## src/rtl/acc_pkg.sv

```systemverilog
// ----------------------------------------------------------------------------
// acc_pkg
// Shared types, constants and helpers of the axis convention converter:
// lane control words, coefficient codes and saturating helpers.
// ----------------------------------------------------------------------------
`default_nettype none

package acc_pkg;

   localparam int LANES     = 9;
   localparam int LIN_LANES = 5;
   localparam int SH_COEFFS = 24;
   localparam int VALUE_W   = 32;
   localparam int PROD_W    = 64;

   // operation codes
   localparam logic [1:0] OP_POSITION   = 2'd0;
   localparam logic [1:0] OP_QUATERNION = 2'd1;
   localparam logic [1:0] OP_SH_BAND    = 2'd2;

   // register indexes
   localparam logic [1:0] CSR_FROM_SYSTEM = 2'd0;
   localparam logic [1:0] CSR_TO_SYSTEM   = 2'd1;
   localparam logic [1:0] CSR_SH_DEGREE   = 2'd2;
   localparam logic [1:0] CSR_COEFF_COUNT = 2'd3;

   // Q1.30 coefficients
   localparam logic signed [31:0] C_S2   = 32'sd759250125;
   localparam logic signed [31:0] C_S3H  = 32'sd929887697;
   localparam logic signed [31:0] C_HALF = 32'sd536870912;

   localparam logic signed [31:0] VALUE_MAX = 32'sh7fffffff;
   localparam logic signed [31:0] VALUE_MIN = 32'sh80000000;

   // sign mask per sh coefficient: bit0 x, bit1 y, bit2 z
   localparam logic [2:0] SH_SIGN_MASK [SH_COEFFS] = '{
      3'd2, 3'd4, 3'd1, 3'd3, 3'd6, 3'd0, 3'd5, 3'd0, 3'd2, 3'd7, 3'd2, 3'd4,
      3'd1, 3'd4, 3'd1, 3'd3, 3'd6, 3'd3, 3'd6, 3'd0, 3'd5, 3'd0, 3'd5, 3'd2
   };

   typedef logic signed [VALUE_W-1:0] value_type;

   typedef enum logic [1:0] {
      LANE_ZERO,
      LANE_PASS,
      LANE_LIN
   } lane_kind_type;

   typedef enum logic [2:0] {
      COEF_S2,
      COEF_NS2,
      COEF_S3H,
      COEF_NS3H,
      COEF_HALF,
      COEF_NHALF
   } coef_type;

   typedef struct packed {
      lane_kind_type kind;
      logic [3:0]    sel_a;
      logic          neg_a;
      coef_type      coef_a;
      logic [3:0]    sel_b;
      logic          neg_b;
      coef_type      coef_b;
      logic          post_neg;
   } lane_ctl_type;

   typedef struct packed {
      value_type    [LANES-1:0] value;
      lane_ctl_type [LANES-1:0] lane;
   } entry_type;

   function automatic value_type coef_value(input coef_type c);
      value_type v;
      unique case (c)
         COEF_S2:    v = C_S2;
         COEF_NS2:   v = -C_S2;
         COEF_S3H:   v = C_S3H;
         COEF_NS3H:  v = -C_S3H;
         COEF_HALF:  v = C_HALF;
         COEF_NHALF: v = -C_HALF;
         default:    v = '0;
      endcase
      return v;
   endfunction

   function automatic value_type neg_sat(input value_type x);
      return (x == VALUE_MIN) ? VALUE_MAX : -x;
   endfunction

   function automatic logic parity3(input logic [2:0] m);
      return m[0] ^ m[1] ^ m[2];
   endfunction

endpackage

`default_nettype wire

```

## src/rtl/acc_queue.sv

```systemverilog
// ----------------------------------------------------------------------------
// acc_queue
// Short queue of classified items between the front and the back.
// ----------------------------------------------------------------------------
`default_nettype none

module acc_queue import acc_pkg::*; #(
   parameter int DEPTH = 4
) (
   input  wire logic      clock,
   input  wire logic      reset,
   input  wire logic      wr_en,
   input  wire entry_type wr_entry,
   input  wire logic      rd_en,
   output entry_type      rd_entry,
   output logic           nonempty,
   output logic           full
);

   localparam int PTR_W = (DEPTH > 1) ? $clog2(DEPTH) : 1;
   localparam int CNT_W = $clog2(DEPTH + 1);
   localparam logic [PTR_W-1:0] LAST  = PTR_W'(DEPTH - 1);
   localparam logic [CNT_W-1:0] LIMIT = CNT_W'(DEPTH);

   entry_type        mem_ff [DEPTH];
   logic [PTR_W-1:0] wr_ptr_ff, wr_ptr_in;
   logic [PTR_W-1:0] rd_ptr_ff, rd_ptr_in;
   logic [CNT_W-1:0] count_ff, count_in;
   logic             do_wr, do_rd;

   assign full     = (count_ff == LIMIT);
   assign nonempty = (count_ff != '0);
   assign rd_entry = mem_ff[rd_ptr_ff];
   assign do_wr    = wr_en && !full;
   assign do_rd    = rd_en && nonempty;

   always_comb begin
      wr_ptr_in = wr_ptr_ff;
      rd_ptr_in = rd_ptr_ff;
      count_in  = count_ff;
      if (do_wr) begin
         wr_ptr_in = (wr_ptr_ff == LAST) ? '0 : wr_ptr_ff + 1'b1;
      end
      if (do_rd) begin
         rd_ptr_in = (rd_ptr_ff == LAST) ? '0 : rd_ptr_ff + 1'b1;
      end
      if (do_wr && !do_rd) begin
         count_in = count_ff + 1'b1;
      end else if (do_rd && !do_wr) begin
         count_in = count_ff - 1'b1;
      end
   end

   always_ff @(posedge clock) begin
      if (reset) begin
         wr_ptr_ff <= '0;
         rd_ptr_ff <= '0;
         count_ff  <= '0;
      end else begin
         wr_ptr_ff <= wr_ptr_in;
         rd_ptr_ff <= rd_ptr_in;
         count_ff  <= count_in;
      end
   end

   always_ff @(posedge clock) begin
      if (do_wr) begin
         mem_ff[wr_ptr_ff] <= wr_entry;
      end
   end

endmodule

`default_nettype wire

```

## config.mk

```make
export PLATFORM = sky130hd
export DESIGN_NAME = acc_queue
export DESIGN_NICKNAME = d
export VERILOG_FILES = /design/src/rtl/acc_pkg.sv /design/src/rtl/acc_queue.sv
export SDC_FILE = /design/constraint.sdc
export NUM_CORES = 1
export LEC_CHECK = 0
export BUFFER_PORTS_ARGS = -buffer_cell sky130_fd_sc_hd__buf_2
export CAP_MARGIN = 20
export CORE_ASPECT_RATIO = 0.8
export CORE_UTILIZATION = 40
export DETAILED_ROUTE_END_ITERATION = 16
export SLEW_MARGIN = 20
export SYNTH_ARGS = -nofsm -noshare
export SYNTH_HDL_FRONTEND = slang
export SYNTH_SLANG_ARGS = --single-unit
export TNS_END_PERCENT = 20
```

## constraint.sdc

```tcl
create_clock -name clock -period 15.1 [get_ports clock]
set_input_delay 1.51 -clock clock [delete_from_list [all_inputs] [get_ports clock]]
set_output_delay 1.51 -clock clock [all_outputs]
set_load 0.1 [all_outputs]
```

Word-level counts from Yosys, hierarchy flattened

Memory sizes are Yosys's and may differ from the RTL's. A register that Yosys moved wholly into a read port is not among the register bits.
Index checks and enable logic that the tools add are counted.

Bits of input ports: 463
Memories kept: 1
Output and inout bits: 461
Memory bits (writable): 1836
Word-level logic and storage cells: 28
Register bits after elaboration: 7

Memory list:

| memory | depth | bits a word | rd ports | clocked after Yosys merged registers in | write ports | line            | text |
|---|---|---|---|---|---|---|---|
| mem_ff | 4     | 459         | 1        | 1                                       | 1           | acc_queue.sv:25 | `entry_type mem_ff [DEPTH];` |

Equal/unequal tests: 3
Multiplexer cells: 8
Add/sub/neg operators: 4
Reduce and logical (&&, ||, !) cells: 9

Operators by type and width:

| cell                  | count |
|---|---|
| $mux W2               | 4 |
| $mux W3               | 2 |
| $add A2 B1 Y2 const B | 2 |
| $eq A2 B2 Y1 const B  | 2 |
| $logic_and A1 B1 Y1   | 4 |
| $add A3 B1 Y3 const B | 1 |
| $eq A3 B3 Y1 const B  | 1 |
| $logic_not A1 Y1      | 3 |
| $reduce_bool A3 Y1    | 1 |
| $sub A3 B1 Y3 const B | 1 |
| $mux W1               | 2 |
| $reduce_bool A2 Y1    | 1 |

Logic depth before layout (Yosys ltp)

Word-level depth: 7
Gate-level depth with buffers: 10
Gate-level depth less buffers: 9

Least setup slack after synthesis

No wires, ideal clock.

Path kind: input port to flip-flop
From: in wr_en
To: mem mem_ff[3][0] (netlist name), enable pin
Path buffers: 0
Path slack: 2249 ps
Stages on the path: 1
Data required time: 14215 ps
Library setup time: 885 ps
Arrival: 11965 ps
Cells stage by stage: and3_1

Word-level cells in the longest chain between the ends: 3

Ends and longest elaborated chain:

| element                       | line            | text |
|---|---|---|
| from (decl)                   | acc_queue.sv:12 | `input wire logic wr_en,` |
| $logic_and A1 B1 Y1           | acc_queue.sv:34 | `assign do_wr = wr_en && !full;` |
| $mux W1                       | acc_queue.sv:67 | `if (do_wr) begin` |
| $mux W1 (not written as such) | acc_queue.sv:68 | `mem_ff[wr_ptr_ff] <= wr_entry;` |
| to (decl)                     | acc_queue.sv:25 |  |

No other way between the ends.

==> implementation parameters <==
Parameter                              Value

Final layout
  Net count of the finished layout    3956
  Layout cells sized above 1    0.4587
  Most common cell after layout, fill and taps aside    sky130_fd_sc_hd__edfxtp_1
  Utilization after layout    0.4815
  Commonest non-fill, non-tap cells in the layout    sky130_fd_sc_hd__edfxtp_1 (1836), sky130_fd_sc_hd__buf_2 (923), sky130_fd_sc_hd__mux4_2 (459), sky130_fd_sc_hd__clkbuf_16 (180)
  Layout overhead on the synthesized area    18.98%

Drt
  Post-detailed-routing wire length    146900 µm
  Ratio of routed vias to standard cells    5.078
  Routed WL per cell    24.92 µm
  Vias    29932
  Length of the first detailed-routing pass in iterations    5
  Post-detailed-route count of antenna-violating nets    0
  Iteration-0 DRC Markers    2311
  Total DRC errors in the routed layout    0

Synthesis
  Syn. warnings    0
  Number of library cell types mapped by synthesis    22
  Net count of the mapped netlist    2917
  Cell area after synthesis    66730 µm²
  Number of register bits inferred by synthesis    1845
  Main flop type after synthesis    sky130_fd_sc_hd__edfxtp_1
  Sequential cell area fraction in the yosys report    0.8289
  Synthesized netlist cell count    2447
  Mean post-synth cell area    27.27 µm²
  Synth top area share    0.8262
  Cell accounting for the most synthesized area    sky130_fd_sc_hd__edfxtp_1
  Share of flip-flops with an asynchronous set or reset after synthesis    0
  EDFF count, synth    1836
  Area contributors post-synth    sky130_fd_sc_hd__edfxtp_1 (83%), sky130_fd_sc_hd__mux4_2 (15%), sky130_fd_sc_hd__buf_6 (0.79%), sky130_fd_sc_hd__buf_2 (0.36%), sky130_fd_sc_hd__dfxtp_1 (0.27%)

Placed design
  Final weighted congestion in routability-driven placement    0.7494
  Total of buffers placed on input and output ports    923
  Detailed Place HPWL    90870 µm

Floorplanning
  Die Y-Extent    367.3 µm
  IO Pins    924
  Core Region    164900 µm²
  Initial Util    0.4046
  Cell row count    133
  Die footprint    168500 µm²
  X dimension of the die    458.7 µm

Clock network
  Source-to-sink clock delay at the later pin of the worst-skew pair    0.81 ns
  Clock Sinks    1845
  PostCTS Resize Cnt    0
  CTS tree    built
  Clock buffers created by TritonCTS    179
  Cell at the root of the clock tree    sky130_fd_sc_hd__clkbuf_16
  Post-CTS repair timing setup buffer count    0
  H-tree Lvls    4
  Post-CTS clock slew at the launch and capture registers of the worst setup and hold paths    0.06 ns
  Clk buf depth    3
  Post-cts hold buffer count    0

Power
  Net switching fraction of the power    0.4208
  Total Power    0.01682 W
  Share of total power in sequential cells    0.376
  Net switching power figure    0.007079 W
  Power per standard cell area    211.9 nW/µm²
  Leakage    26.02 nW
  Combinational share of power    0.372
  Cell internal pwr    0.009742 W
  Worst IR drop on VDD    154.3 µV
  Clk network pwr share    0.252

Critical path
  Peak fanout along the critical path    69
  WS Path Type    reg2out
  Critical path data required time    13.59 ns
  CP Data Arrival Time    4.34 ns
  Reg-to-reg startpoint    count_ff[0]
  Critical Path Sink Type    output pin
  Critical path startpoint category    flop

Timing
  Final number of hold-violating endpoints    0
  Sum of negative setup slack    0 ns
  Layout Skew    0.03930 ns
  Peak clock frequency supported by timing    170.8 MHz
  Post-route fraction of the period consumed by the critical path    0.3877
  Max-slew headroom    0.1890
  Unrepaired setup endpoints after global routing    no
  Count of endpoints failing setup in the final report    0
  Transition time at the pin with the least slew margin    1.216 ns
  Count of pins over their slew limit    0
  Final critical delay including setup and external delays    5.854 ns

Global routing
  Total global routing overflow    0
  Maximum number of pins on one net before global-route repair    149
  Initial antenna violation count    67
  Wire length of the first global-routing pass    213100 µm
  GR Util All Layers    0.1718
  Vias in the first global route    31160

Run
  Max-cap violations    0

Status
  Run status    complete, no violations

Hold path
  Launch instance of the worst min-delay path    rd_ptr_ff[0]
  Min-Delay Path Class    reg2reg
==> Yosys cell counts (3+ instances only) <==
cell type / count
sky130_fd_sc_hd__mux4_2: 459
sky130_fd_sc_hd__edfxtp_1: 1836
sky130_fd_sc_hd__buf_2: 48
sky130_fd_sc_hd__or3_1: 3
sky130_fd_sc_hd__inv_1: 5
sky130_fd_sc_hd__dfxtp_1: 9
sky130_fd_sc_hd__ha_1: 6
sky130_fd_sc_hd__clkbuf_1: 7
sky130_fd_sc_hd__a21oi_1: 3
sky130_fd_sc_hd__nor2_1: 4
sky130_fd_sc_hd__and3_1: 4
sky130_fd_sc_hd__buf_6: 47
==> worst paths after layout <==
kind              cells after the start        endpoint  slack, ns
hold reg to reg                       2            flop       0.50
setup reg to reg                      5  mem_ff[1][338]      10.50
setup / recovery                      4   rd_entry[401]       9.25
hold / removal                        2            flop       0.50
==> flip-flops by register name, summed over array words and instances (netlist names), named ones only <==
signal     flops
count_ff       3
mem_ff      1836
rd_ptr_ff      2
wr_ptr_ff      2
==> metal layers <==
layer	part of all wire	GRT usage
met5	0.0021	0
met3	0.080	0.06086
met1	0.38	0.2090
met2	0.51	0.2857
met4	0.028	0.05498
==> area by class of cell <==
class	count	area, µm²
Multi-Input combinational cell	493	10620
Tap cell	2227	2786
Clock inverter	103	875.8
Timing Repair Buffer	962	5020
Clock buffer	224	4669
Inverter	5	18.77
Antenna cell	36	90.09
Sequential cell	1845	55320
Fill cell	13303	85510
==> through the flow <==
step	hold WS (ns)	setup slack [ns]	cell area (µm²)	std cells
2_1_floorplan	0.4634	2.249	66730	2447
3_3_place_gp	0.4742	9.436	73730	5531
3_5_place_dp	0.4791	9.456	73730	5531
4_1_cts	0.4887	8.967	79280	5858
5_1_grt	0.5123	8.961	79350	5876
6_report	0.4950	9.246	79400	5895
==> power by group through the flow <==
stage          registers [W]  clock network (W)  logic (W)
5_1_grt              0.00636            0.00454    0.00644
4_1_cts              0.00633            0.00435    0.00633
3_3_place_gp         0.00641                  0    0.00632
3_5_place_dp         0.00643                  0    0.00632
2_1_floorplan        0.00663                  0    0.00529
6_report             0.00632            0.00424    0.00626
==> worst max-delay path, cell delays in order (launching register included) <==
cell and delay [ns]:
sky130_fd_sc_hd__dfxtp_4 0.80, sky130_fd_sc_hd__buf_4 0.80, sky130_fd_sc_hd__buf_4 0.92, sky130_fd_sc_hd__mux4_2 0.36, sky130_fd_sc_hd__buf_2 0.52
==> cells by family after synthesis <==
kind of cell,synth area share
muxes,0.1552
buffers and inverters,0.01232
xor gates and xnor gates,0.0002625
adders and majority gates,0.001425
DFF,0.8289
and+or+nand+nor,0.001294
AOI/OAI and AO/OA,0.0005999
Power figures use the tool's default switching activity.
