## src/rtl/acc_pkg.sv

```systemverilog
// ----------------------------------------------------------------------------
// acc_pkg
// Shared types, constants and helpers of the axis convention converter:
// lane control words, coefficient codes and saturating helpers.
// ----------------------------------------------------------------------------
`default_nettype none

package acc_pkg;

   localparam int LANES     = 9;
   localparam int LIN_LANES = 5;
   localparam int SH_COEFFS = 24;
   localparam int VALUE_W   = 32;
   localparam int PROD_W    = 64;

   // operation codes
   localparam logic [1:0] OP_POSITION   = 2'd0;
   localparam logic [1:0] OP_QUATERNION = 2'd1;
   localparam logic [1:0] OP_SH_BAND    = 2'd2;

   // register indexes
   localparam logic [1:0] CSR_FROM_SYSTEM = 2'd0;
   localparam logic [1:0] CSR_TO_SYSTEM   = 2'd1;
   localparam logic [1:0] CSR_SH_DEGREE   = 2'd2;
   localparam logic [1:0] CSR_COEFF_COUNT = 2'd3;

   // Q1.30 coefficients
   localparam logic signed [31:0] C_S2   = 32'sd759250125;
   localparam logic signed [31:0] C_S3H  = 32'sd929887697;
   localparam logic signed [31:0] C_HALF = 32'sd536870912;

   localparam logic signed [31:0] VALUE_MAX = 32'sh7fffffff;
   localparam logic signed [31:0] VALUE_MIN = 32'sh80000000;

   // sign mask per sh coefficient: bit0 x, bit1 y, bit2 z
   localparam logic [2:0] SH_SIGN_MASK [SH_COEFFS] = '{
      3'd2, 3'd4, 3'd1, 3'd3, 3'd6, 3'd0, 3'd5, 3'd0, 3'd2, 3'd7, 3'd2, 3'd4,
      3'd1, 3'd4, 3'd1, 3'd3, 3'd6, 3'd3, 3'd6, 3'd0, 3'd5, 3'd0, 3'd5, 3'd2
   };

   typedef logic signed [VALUE_W-1:0] value_type;

   typedef enum logic [1:0] {
      LANE_ZERO,
      LANE_PASS,
      LANE_LIN
   } lane_kind_type;

   typedef enum logic [2:0] {
      COEF_S2,
      COEF_NS2,
      COEF_S3H,
      COEF_NS3H,
      COEF_HALF,
      COEF_NHALF
   } coef_type;

   typedef struct packed {
      lane_kind_type kind;
      logic [3:0]    sel_a;
      logic          neg_a;
      coef_type      coef_a;
      logic [3:0]    sel_b;
      logic          neg_b;
      coef_type      coef_b;
      logic          post_neg;
   } lane_ctl_type;

   typedef struct packed {
      value_type    [LANES-1:0] value;
      lane_ctl_type [LANES-1:0] lane;
   } entry_type;

   function automatic value_type coef_value(input coef_type c);
      value_type v;
      unique case (c)
         COEF_S2:    v = C_S2;
         COEF_NS2:   v = -C_S2;
         COEF_S3H:   v = C_S3H;
         COEF_NS3H:  v = -C_S3H;
         COEF_HALF:  v = C_HALF;
         COEF_NHALF: v = -C_HALF;
         default:    v = '0;
      endcase
      return v;
   endfunction

   function automatic value_type neg_sat(input value_type x);
      return (x == VALUE_MIN) ? VALUE_MAX : -x;
   endfunction

   function automatic logic parity3(input logic [2:0] m);
      return m[0] ^ m[1] ^ m[2];
   endfunction

endpackage

`default_nettype wire

```

## src/rtl/acc_front.sv

```systemverilog
// ----------------------------------------------------------------------------
// acc_front
// Holds the convention registers, accepts items and turns each one into a
// per-lane control word (source, pre-negate, coefficient, post-negate).
// ----------------------------------------------------------------------------
`default_nettype none

module acc_front import acc_pkg::*; (
   input  wire logic        clock,
   input  wire logic        reset,
   // configuration
   input  wire logic        valid,
   output logic             ready,
   input  wire logic [1:0]  csr_index,
   input  wire logic [4:0]  csr_data,
   // items
   input  wire logic        push,
   input  wire logic        full,
   input  wire logic [1:0]  req_operation,
   input  wire logic [1:0]  req_band,
   input  wire value_type   req_value [LANES],
   output logic             wr_en,
   output entry_type        wr_entry
);

   typedef struct packed {
      logic [4:0] from_system;
      logic [4:0] to_system;
      logic [2:0] sh_degree;
      logic [4:0] coeff_count;
   } csr_type;

   localparam logic [4:0] COUNT_RESET = 5'd24;
   localparam logic [4:0] COUNT_CAP   = 5'(SH_COEFFS);

   csr_type cfg_ff, cfg_in;

   logic       ident, rot, back;
   logic [2:0] mis;
   logic [2:0] fl;
   logic [4:0] from_m1, to_m1, cnt;
   logic [1:0] lim;
   logic [4:0] start;
   logic [3:0] size;
   logic [4:0] idx;
   logic       in_reach;

   function automatic lane_ctl_type zero_lane(input logic [3:0] sel);
      lane_ctl_type l;
      l.kind     = LANE_ZERO;
      l.sel_a    = sel;
      l.neg_a    = 1'b0;
      l.coef_a   = COEF_S2;
      l.sel_b    = sel;
      l.neg_b    = 1'b0;
      l.coef_b   = COEF_S2;
      l.post_neg = 1'b0;
      return l;
   endfunction

   function automatic lane_ctl_type pass_lane(input logic [3:0] sel, input logic pre,
                                              input logic post);
      lane_ctl_type l;
      l          = zero_lane(sel);
      l.kind     = LANE_PASS;
      l.neg_a    = pre;
      l.post_neg = post;
      return l;
   endfunction

   function automatic lane_ctl_type lin_lane(input logic [3:0] sa, input logic na,
                                             input coef_type ca, input logic [3:0] sb,
                                             input logic nb, input coef_type cb,
                                             input logic post);
      lane_ctl_type l;
      l.kind     = LANE_LIN;
      l.sel_a    = sa;
      l.neg_a    = na;
      l.coef_a   = ca;
      l.sel_b    = sb;
      l.neg_b    = nb;
      l.coef_b   = cb;
      l.post_neg = post;
      return l;
   endfunction

   assign ready = 1'b1;
   assign wr_en = push && !full;

   always_comb begin
      cfg_in = cfg_ff;
      if (valid) begin
         unique case (csr_index)
            CSR_FROM_SYSTEM: cfg_in.from_system = csr_data;
            CSR_TO_SYSTEM:   cfg_in.to_system   = csr_data;
            CSR_SH_DEGREE:   cfg_in.sh_degree   = csr_data[2:0];
            CSR_COEFF_COUNT: cfg_in.coeff_count = csr_data;
            default:         cfg_in = cfg_ff;
         endcase
      end
   end

   always_ff @(posedge clock) begin
      if (reset) begin
         cfg_ff.from_system <= '0;
         cfg_ff.to_system   <= '0;
         cfg_ff.sh_degree   <= '0;
         cfg_ff.coeff_count <= COUNT_RESET;
      end else begin
         cfg_ff <= cfg_in;
      end
   end

   always_comb begin
      from_m1 = cfg_ff.from_system - 5'd1;
      to_m1   = cfg_ff.to_system - 5'd1;
      ident   = (cfg_ff.from_system == cfg_ff.to_system) || (cfg_ff.from_system == 5'd0)
                || (cfg_ff.to_system == 5'd0);
      mis     = ident ? 3'd0 : (from_m1[2:0] ^ to_m1[2:0]);
      rot     = !ident && (from_m1[3] ^ to_m1[3]);
      back    = !ident && from_m1[3];
      // quaternion flips: each axis flips with the other two
      fl[0]   = mis[1] ^ mis[2];
      fl[1]   = mis[0] ^ mis[2];
      fl[2]   = mis[0] ^ mis[1];
      cnt     = (cfg_ff.coeff_count < COUNT_CAP) ? cfg_ff.coeff_count : COUNT_CAP;
      lim     = (cfg_ff.sh_degree < 3'd2) ? cfg_ff.sh_degree[1:0] : 2'd2;

      unique case (req_band)
         2'd0:    begin start = 5'd0;  size = 4'd3; end
         2'd1:    begin start = 5'd3;  size = 4'd5; end
         2'd2:    begin start = 5'd8;  size = 4'd7; end
         default: begin start = 5'd15; size = 4'd9; end
      endcase
      in_reach = (req_band < lim) && ((6'(start) + 6'(size)) <= 6'(cnt));

      for (int k = 0; k < LANES; k++) begin
         wr_entry.value[k] = req_value[k];
         wr_entry.lane[k]  = zero_lane(4'(k));
      end
      idx = '0;

      unique case (req_operation)
         OP_POSITION: begin
            if (rot && !back) begin
               wr_entry.lane[0] = pass_lane(4'd0, 1'b0, mis[0]);
               wr_entry.lane[1] = pass_lane(4'd2, 1'b1, mis[1]);
               wr_entry.lane[2] = pass_lane(4'd1, 1'b0, mis[2]);
            end else if (rot && back) begin
               wr_entry.lane[0] = pass_lane(4'd0, 1'b0, mis[0]);
               wr_entry.lane[1] = pass_lane(4'd2, mis[2], 1'b0);
               wr_entry.lane[2] = pass_lane(4'd1, mis[1], 1'b1);
            end else begin
               for (int k = 0; k < 3; k++) begin
                  wr_entry.lane[k] = pass_lane(4'(k), 1'b0, mis[k]);
               end
            end
         end
         OP_QUATERNION: begin
            if (rot && !back) begin
               wr_entry.lane[0] = lin_lane(4'd0, 1'b0, COEF_S2, 4'd1, 1'b0, COEF_S2, fl[0]);
               wr_entry.lane[1] = lin_lane(4'd2, 1'b0, COEF_S2, 4'd3, 1'b0, COEF_NS2, fl[1]);
               wr_entry.lane[2] = lin_lane(4'd2, 1'b0, COEF_S2, 4'd3, 1'b0, COEF_S2, fl[2]);
               wr_entry.lane[3] = lin_lane(4'd0, 1'b0, COEF_S2, 4'd1, 1'b0, COEF_NS2, 1'b0);
            end else if (rot && back) begin
               wr_entry.lane[0] = lin_lane(4'd0, fl[0], COEF_NS2, 4'd1, fl[1], COEF_S2, 1'b0);
               wr_entry.lane[1] = lin_lane(4'd2, fl[2], COEF_S2, 4'd3, 1'b0, COEF_S2, 1'b0);
               wr_entry.lane[2] = lin_lane(4'd2, fl[2], COEF_NS2, 4'd3, 1'b0, COEF_S2, 1'b0);
               wr_entry.lane[3] = lin_lane(4'd0, fl[0], COEF_S2, 4'd1, fl[1], COEF_S2, 1'b0);
            end else begin
               for (int k = 0; k < 3; k++) begin
                  wr_entry.lane[k] = pass_lane(4'(k), 1'b0, fl[k]);
               end
               wr_entry.lane[3] = pass_lane(4'd3, 1'b0, 1'b0);
            end
         end
         OP_SH_BAND: begin
            for (int k = 0; k < LANES; k++) begin
               idx = start + 5'(k);
               if (4'(k) < size) begin
                  wr_entry.lane[k] = pass_lane(4'(k), 1'b0,
                     !rot && (idx < cnt) && parity3(SH_SIGN_MASK[idx] & mis));
               end
            end
            if (rot && in_reach) begin
               if (req_band == 2'd0) begin
                  wr_entry.lane[0] = pass_lane(4'd1, 1'b0, back);
                  wr_entry.lane[1] = pass_lane(4'd0, 1'b0, !back);
               end else begin
                  wr_entry.lane[0] = pass_lane(4'd3, 1'b0, back);
                  wr_entry.lane[1] = pass_lane(4'd1, 1'b0, 1'b1);
                  wr_entry.lane[2] = lin_lane(4'd2, 1'b0, COEF_NHALF, 4'd4, 1'b0, COEF_NS3H,
                                              1'b0);
                  wr_entry.lane[3] = pass_lane(4'd0, 1'b0, !back);
                  wr_entry.lane[4] = lin_lane(4'd2, 1'b0, COEF_NS3H, 4'd4, 1'b0, COEF_HALF,
                                              1'b0);
               end
            end
         end
         default: begin
            // unused operation: all lanes stay zero
         end
      endcase
   end

endmodule

`default_nettype wire

```

## config.mk

```make
export PLATFORM = sky130hd
export DESIGN_NAME = acc_front
export DESIGN_NICKNAME = d
export VERILOG_FILES = /design/src/rtl/acc_pkg.sv /design/src/rtl/acc_front.sv
export SDC_FILE = /design/constraint.sdc
export NUM_CORES = 1
export LEC_CHECK = 0
export ABC_AREA = 1
export BUFFER_PORTS_ARGS = -buffer_cell sky130_fd_sc_hd__buf_4
export CORE_AREA = 2 2 294 296
export CTS_CLUSTER_SIZE = 40
export DETAILED_ROUTE_END_ITERATION = 10
export DIE_AREA = 0 0 296 298
export PLACE_DENSITY = 0.37
export SYNTH_ARGS = -nofsm -noshare
export SYNTH_HDL_FRONTEND = slang
export SYNTH_SLANG_ARGS = --single-unit
export TNS_END_PERCENT = 10
```

## constraint.sdc

```tcl
create_clock -name clock -period 1.8 [get_ports clock]
set_input_delay 0.09 -clock clock [delete_from_list [all_inputs] [get_ports clock]]
set_output_delay 0.09 -clock clock [all_outputs]
set_load 0.05 [all_outputs]
```

# [After elaboration in Yosys (flattened, before gate mapping)]
# Memories as Yosys holds them, arrays and structs flattened.
# Index checks and enable logic that the tools add are counted.
[word_totals] regBits=18 romBits=864 input_bits=304 output_inout_bits=461 word_cells=186 memories=9
[memory_table] memory="(no name shown)" depth=32 width=3 rd=1 rd_ports_with_merged_regs=0 wr=0 line_no="acc_front.sv:182" text="!rot && (idx < cnt) && parity3(SH_SIGN_MASK[idx] & mis));"
[memory_table] memory="(no name shown)" depth=32 width=3 rd=1 rd_ports_with_merged_regs=0 wr=0 line_no="acc_front.sv:182"
[memory_table] memory="(no name shown)" depth=32 width=3 rd=1 rd_ports_with_merged_regs=0 wr=0 line_no="acc_front.sv:182"
[memory_table] memory="(no name shown)" depth=32 width=3 rd=1 rd_ports_with_merged_regs=0 wr=0 line_no="acc_front.sv:182"
[memory_table] memory="(no name shown)" depth=32 width=3 rd=1 rd_ports_with_merged_regs=0 wr=0 line_no="acc_front.sv:182"
[memory_table] memory="(no name shown)" depth=32 width=3 rd=1 rd_ports_with_merged_regs=0 wr=0 line_no="acc_front.sv:182"
[memory_table] memory="3 more memories"
[op_classes] n_addsub=11 n_lt_le_gt_ge=31 eq_ne=8 n_mux=42 bitwise_logic=41 n_reduce_logical=40
[op_table] cell="95-bit 2-to-1 mux" count=2
[op_table] cell="57-bit one-hot mux with 3 select lines" count=1
[op_table] cell="18-bit 2-to-1 mux" count=9
[op_table] cell="76-bit 2-to-1 mux" count=2
[op_table] cell="53-bit 2-to-1 mux" count=2
[op_table] cell="3-bit 2-to-1 mux" count=19
[op_table] cell="57-bit 2-to-1 mux" count=1
[op_table] cell="6-bit greater-or-equal comparator, second input constant" count=9
[op_table] cell="5-bit inverter with 6-bit output" count=9
[op_table] cell="5-bit less-than comparator" count=9
[op_table] cell="19-bit one-hot mux with 2 select lines" count=1
[op_table] cell="33-bit 2-to-1 mux" count=1
[op_table] cell="3-bit AND" count=9
[op_table] cell="1-bit logical AND" count=25
[op_table] cell="4-bit one-hot mux with 3 select lines" count=2
[op_table] cell="1-bit bitwise XOR" count=22
[op_table] cell="5-bit by 3-bit adder with 5-bit output, second input constant" count=4
[op_table] cell="3-bit by 4-bit less-than comparator with 1-bit output, first input constant" count=4
[op_table] cell="5-bit by 2-bit adder with 5-bit output, second input constant" count=2
[op_table] cell="5-bit zero test" count=2
[op_table] cell="2-bit == test, second input constant" count=4
[op_table] cell="1-bit by 4-bit less-than comparator with 1-bit output, first input constant" count=2
[op_table] cell="2-bit by 4-bit less-than comparator with 1-bit output, first input constant" count=2
[op_table] cell="2-bit AND reduction" count=4
[op_table] cell="other kinds (17)" count=26

# [Logic depth before layout (Yosys ltp)]
[logic_depth] depth_word=15 mapped_depth=16 mapped_depth_nobuf=16

# [Worst setup path after synthesis]
# Ideal clock, no wire load.
[synth_path] path_kind="register to output" startpoint="register cfg_ff[8] in the netlist's numbering" endpoint="output wr_entry[61] in the netlist's numbering" arrival_time_ns=3.236 required_ns=1.710 setup_slack_ns=-1.526 path_stages_with_launch=10 cell_sequence="dfxtp_1 inv_1 ha_1 nand3_1 o21ai_0 nor2_4 nand2_4 nor2_1 inv_1 nor3_1"
[synth_lines] element="from (decl)" line_no="acc_front.sv:36" text="csr_type cfg_ff, cfg_in;"
[synth_lines] element="from (signal assigned)" line_no="acc_front.sv:110" text="cfg_ff <= cfg_in;"
[synth_lines] element="to (decl)" line_no="acc_front.sv:23" text="output entry_type wr_entry"

==> results.cfg <==
[die]
design.portCount = 765
die_width_um = 296
rows = 107
die_height_um = 298
die_area_mm2 = 0.0882
start_util_pct = 6.79
fp.coreArea_mm2 = 0.0849

[critical_path]
worst-endpoint-arrival_ps = 2360
cp.required_ps = 1710
worstPathMaxFanout = 4
end_kind = primary output
path_type_of_the_worst_setup_path = reg -> out
critPathLaunchType = register

[cells_and_area]
final_layout_size_suffix_gt1_share_pct = 48.9
flow.area_growth_from_synthesis_pct = 23.9
largestRegisters = cfg_ff x18
fillerInstances = 10000
layout.cells.most_common_list = sky130_fd_sc_hd__buf_4 (149), sky130_fd_sc_hd__conb_1 (114), sky130_fd_sc_hd__nand2_1 (62), sky130_fd_sc_hd__inv_1 (52), sky130_fd_sc_hd__buf_6 (43)
largest_reg_flops = 18
diodes = 0
top_register = cfg_ff
mostFrequentLayoutCell = sky130_fd_sc_hd__buf_4
nets = 1090

[route]
post_drt_wl_per_cell_um = 13.5
drt_pre_antenna_iters = 4
avgViaCountPerCell = 2.26
antenna_violating_nets_post_route = 0
vias = 4282
route.final.wire_length_um = 25500
drtIter0Drc = 97
drc = 0

[sta]
timing_hold_violations_final = 0
max_freq_mhz = 409
setup_violations = 54
finalClockSkew_ps = 0
fin_ws_ps = -646
slew_violations = 0
final_min_period_over_clock_period_pct = 136
post_route_worst_hold_slack_ps = 35.4
timing.final.crit_period_ps = 2450
rsz_0062_raised_after_global_routing = yes

[cts]
clock_insertion_delay_worst_skew_ps = 250
cts.sink_count = 18
clkSlewWorstSetupHoldPaths_ps = 50
tritoncts = built
postCtsHoldBufs = 0
worst_case_clock_buffer_depth = 2
cts.htree.levels = 1
cts-buffers-inserted = 3
clockRootBuffer = sky130_fd_sc_hd__clkbuf_16

[global_route]
grt_max_degree = 15
grt_first_pass_wirelength_um = 33200
initial_antenna_violation_count = 3
grt_overflow_total = 0
grt_pass1_vias = 4285
grt_util_all_layers_pct = 5.44

[place]
portBuffers = 74
place.detailed.hpwl_um = 22600
place_worst_setup_slack_ps = -688
gp_routability_congestion = 0.760

[yosys]
dominantRegCellSynth = sky130_fd_sc_hd__dfxtp_1
synth_warnings = 0
postSynth.asyncResetShare_pct = 0
yosysUniqueCellTypes = 41
post-synth-top-area-fraction_pct = 54.7
synth_area_leader_cell = sky130_fd_sc_hd__buf_4
post_synth_edffs = 0
yosysSeqAreaShare_pct = 6.26
synth_seq_cells = 18
largest_cells_by_area_after_synthesis = sky130_fd_sc_hd__buf_4 (55%), sky130_fd_sc_hd__ha_1 (7.8%), sky130_fd_sc_hd__dfxtp_1 (6.3%)
synthesis.area_per_instance_um2 = 6.81
netlist_area_pre_place_mm2 = 0.00576
synth_cells = 846

[power_and_ir_drop]
netSwitchingFraction_pct = 52.5
p_total_w = 0.00294
clock_power_share_pct = 16.7
power.share.combinational_pct = 68.4
power.share.sequential_pct = 14.9
cellLeakagePower_nw = 2.99
power_switching_w = 0.00154
worst_ir_drop_vdd_mv = 0.361
power_per_cell_area_mw_per_mm2 = 412
intPower_w = 0.00140

[flow_run]
max_cap_violations = 0

[min_path]
hold_class = in -> reg

[outcome]
result_of_the_run = finished, violations left
failed_checks = setup timing
## kinds of logic after synthesis
logic type,synth area share (%)
compound gates,7.62
xor+xnor,2.41
fa+ha+maj,7.82
buf+inv,59.9
flops,6.26
other cells,0.130
simple gates,15.9
## final cells by class
type,count,area [µm²],share of cell area (%)
clock buffers,4,88.8,1.24
inverters,72,292,4.08
multi-input cells,445,3060,42.9
flip-flops and latches,18,377,5.28
well taps,1144,1430,20.1
repair buffers,210,1890,26.5
## path summary, 6_finish.rpt
| check | from | endpoint | slack [ps] | depth (start not counted) |
|---|---|---|---|---|
| max | cfg_ff[4] | wr_entry[32] | -650 | 14 |
| min | reset | cfg_ff[2] | 40 | 2 |
| max reg2reg | cfg_ff[4] | cfg_ff[4] | 960 | 3 |
| min reg2reg | cfg_ff[6] | cfg_ff[6] | 450 | 2 |
## metal layers
layer / vias to the layer above / routed length, µm / global-route usage (%)
met5: - / 118 / 0.942
met2: 400 / 10100 / 7.49
met3: 158 / 3970 / 3.62
met4: 6 / 2290 / 4.70
met1: 1807 / 8970 / 5.54
li1: 1911 / - / -
## power by group through the flow
stage               logic (W)  registers (W)  clock network, W
finish                0.00201       0.000438          0.000490
global route          0.00216       0.000440          0.000522
CTS                   0.00199       0.000437          0.000505
detailed placement    0.00181       0.000444                 0
global placement      0.00181       0.000444                 0
floorplan             0.00316       0.000443                 0
## Yosys cell counts (2+ instances only)
cell type / n
sky130_fd_sc_hd__inv_1: 67
sky130_fd_sc_hd__xnor2_1: 5
sky130_fd_sc_hd__nor2_2: 3
sky130_fd_sc_hd__nand2_2: 7
sky130_fd_sc_hd__nand2_1: 78
sky130_fd_sc_hd__ha_1: 36
sky130_fd_sc_hd__o21ai_0: 27
sky130_fd_sc_hd__o21ai_1: 2
sky130_fd_sc_hd__buf_4: 420
sky130_fd_sc_hd__nand3_1: 29
sky130_fd_sc_hd__a21oi_1: 35
sky130_fd_sc_hd__nor2_1: 57
sky130_fd_sc_hd__nor3_1: 8
sky130_fd_sc_hd__nand4_1: 5
sky130_fd_sc_hd__a211oi_1: 2
sky130_fd_sc_hd__clkbuf_1: 3
sky130_fd_sc_hd__dfxtp_1: 18
sky130_fd_sc_hd__o31ai_1: 2
sky130_fd_sc_hd__nand3b_1: 2
sky130_fd_sc_hd__nor2_4: 4
sky130_fd_sc_hd__o2111ai_1: 2
sky130_fd_sc_hd__xor2_1: 9
sky130_fd_sc_hd__nand2_4: 3
sky130_fd_sc_hd__inv_2: 3
sky130_fd_sc_hd__conb_1: 2
sky130_fd_sc_hd__o211ai_1: 2
## critical path: stages (launching register included)
cell and delay, ps:
sky130_fd_sc_hd__dfxtp_4 370, sky130_fd_sc_hd__nand2_4 80, sky130_fd_sc_hd__nand2_4 60, sky130_fd_sc_hd__ha_4 160
sky130_fd_sc_hd__a21oi_2 110, sky130_fd_sc_hd__nor2_1 50, sky130_fd_sc_hd__nor2_1 110, sky130_fd_sc_hd__nand3_1 110
sky130_fd_sc_hd__a21boi_2 170, sky130_fd_sc_hd__buf_6 150, sky130_fd_sc_hd__nand2_4 60, sky130_fd_sc_hd__o21ai_1 210
sky130_fd_sc_hd__buf_4 160, sky130_fd_sc_hd__nand4_1 90, sky130_fd_sc_hd__buf_4 220
## metrics by stage
stage          std cells  util (%)  setup TNS (ps)  cell area [µm²]
3_5_place_dp        1880      7.37          -25870             6260
4_1_cts             1891      8.18          -30420             6940
2_1_floorplan        958         -          -17630             6520
3_3_place_gp        1880      7.37          -25360             6260
6_report            1893      8.41          -28640             7140
5_1_grt             1893      8.41          -35600             7140
## what timing repair did
item	in CTS	in global routing
resized for setup	140	50
cloned	1	0
setup buffers	7	2
pin swaps	34	23
endpoints found under the setup margin	54	54
No activity file was read; power rests on OpenSTA's default activity.
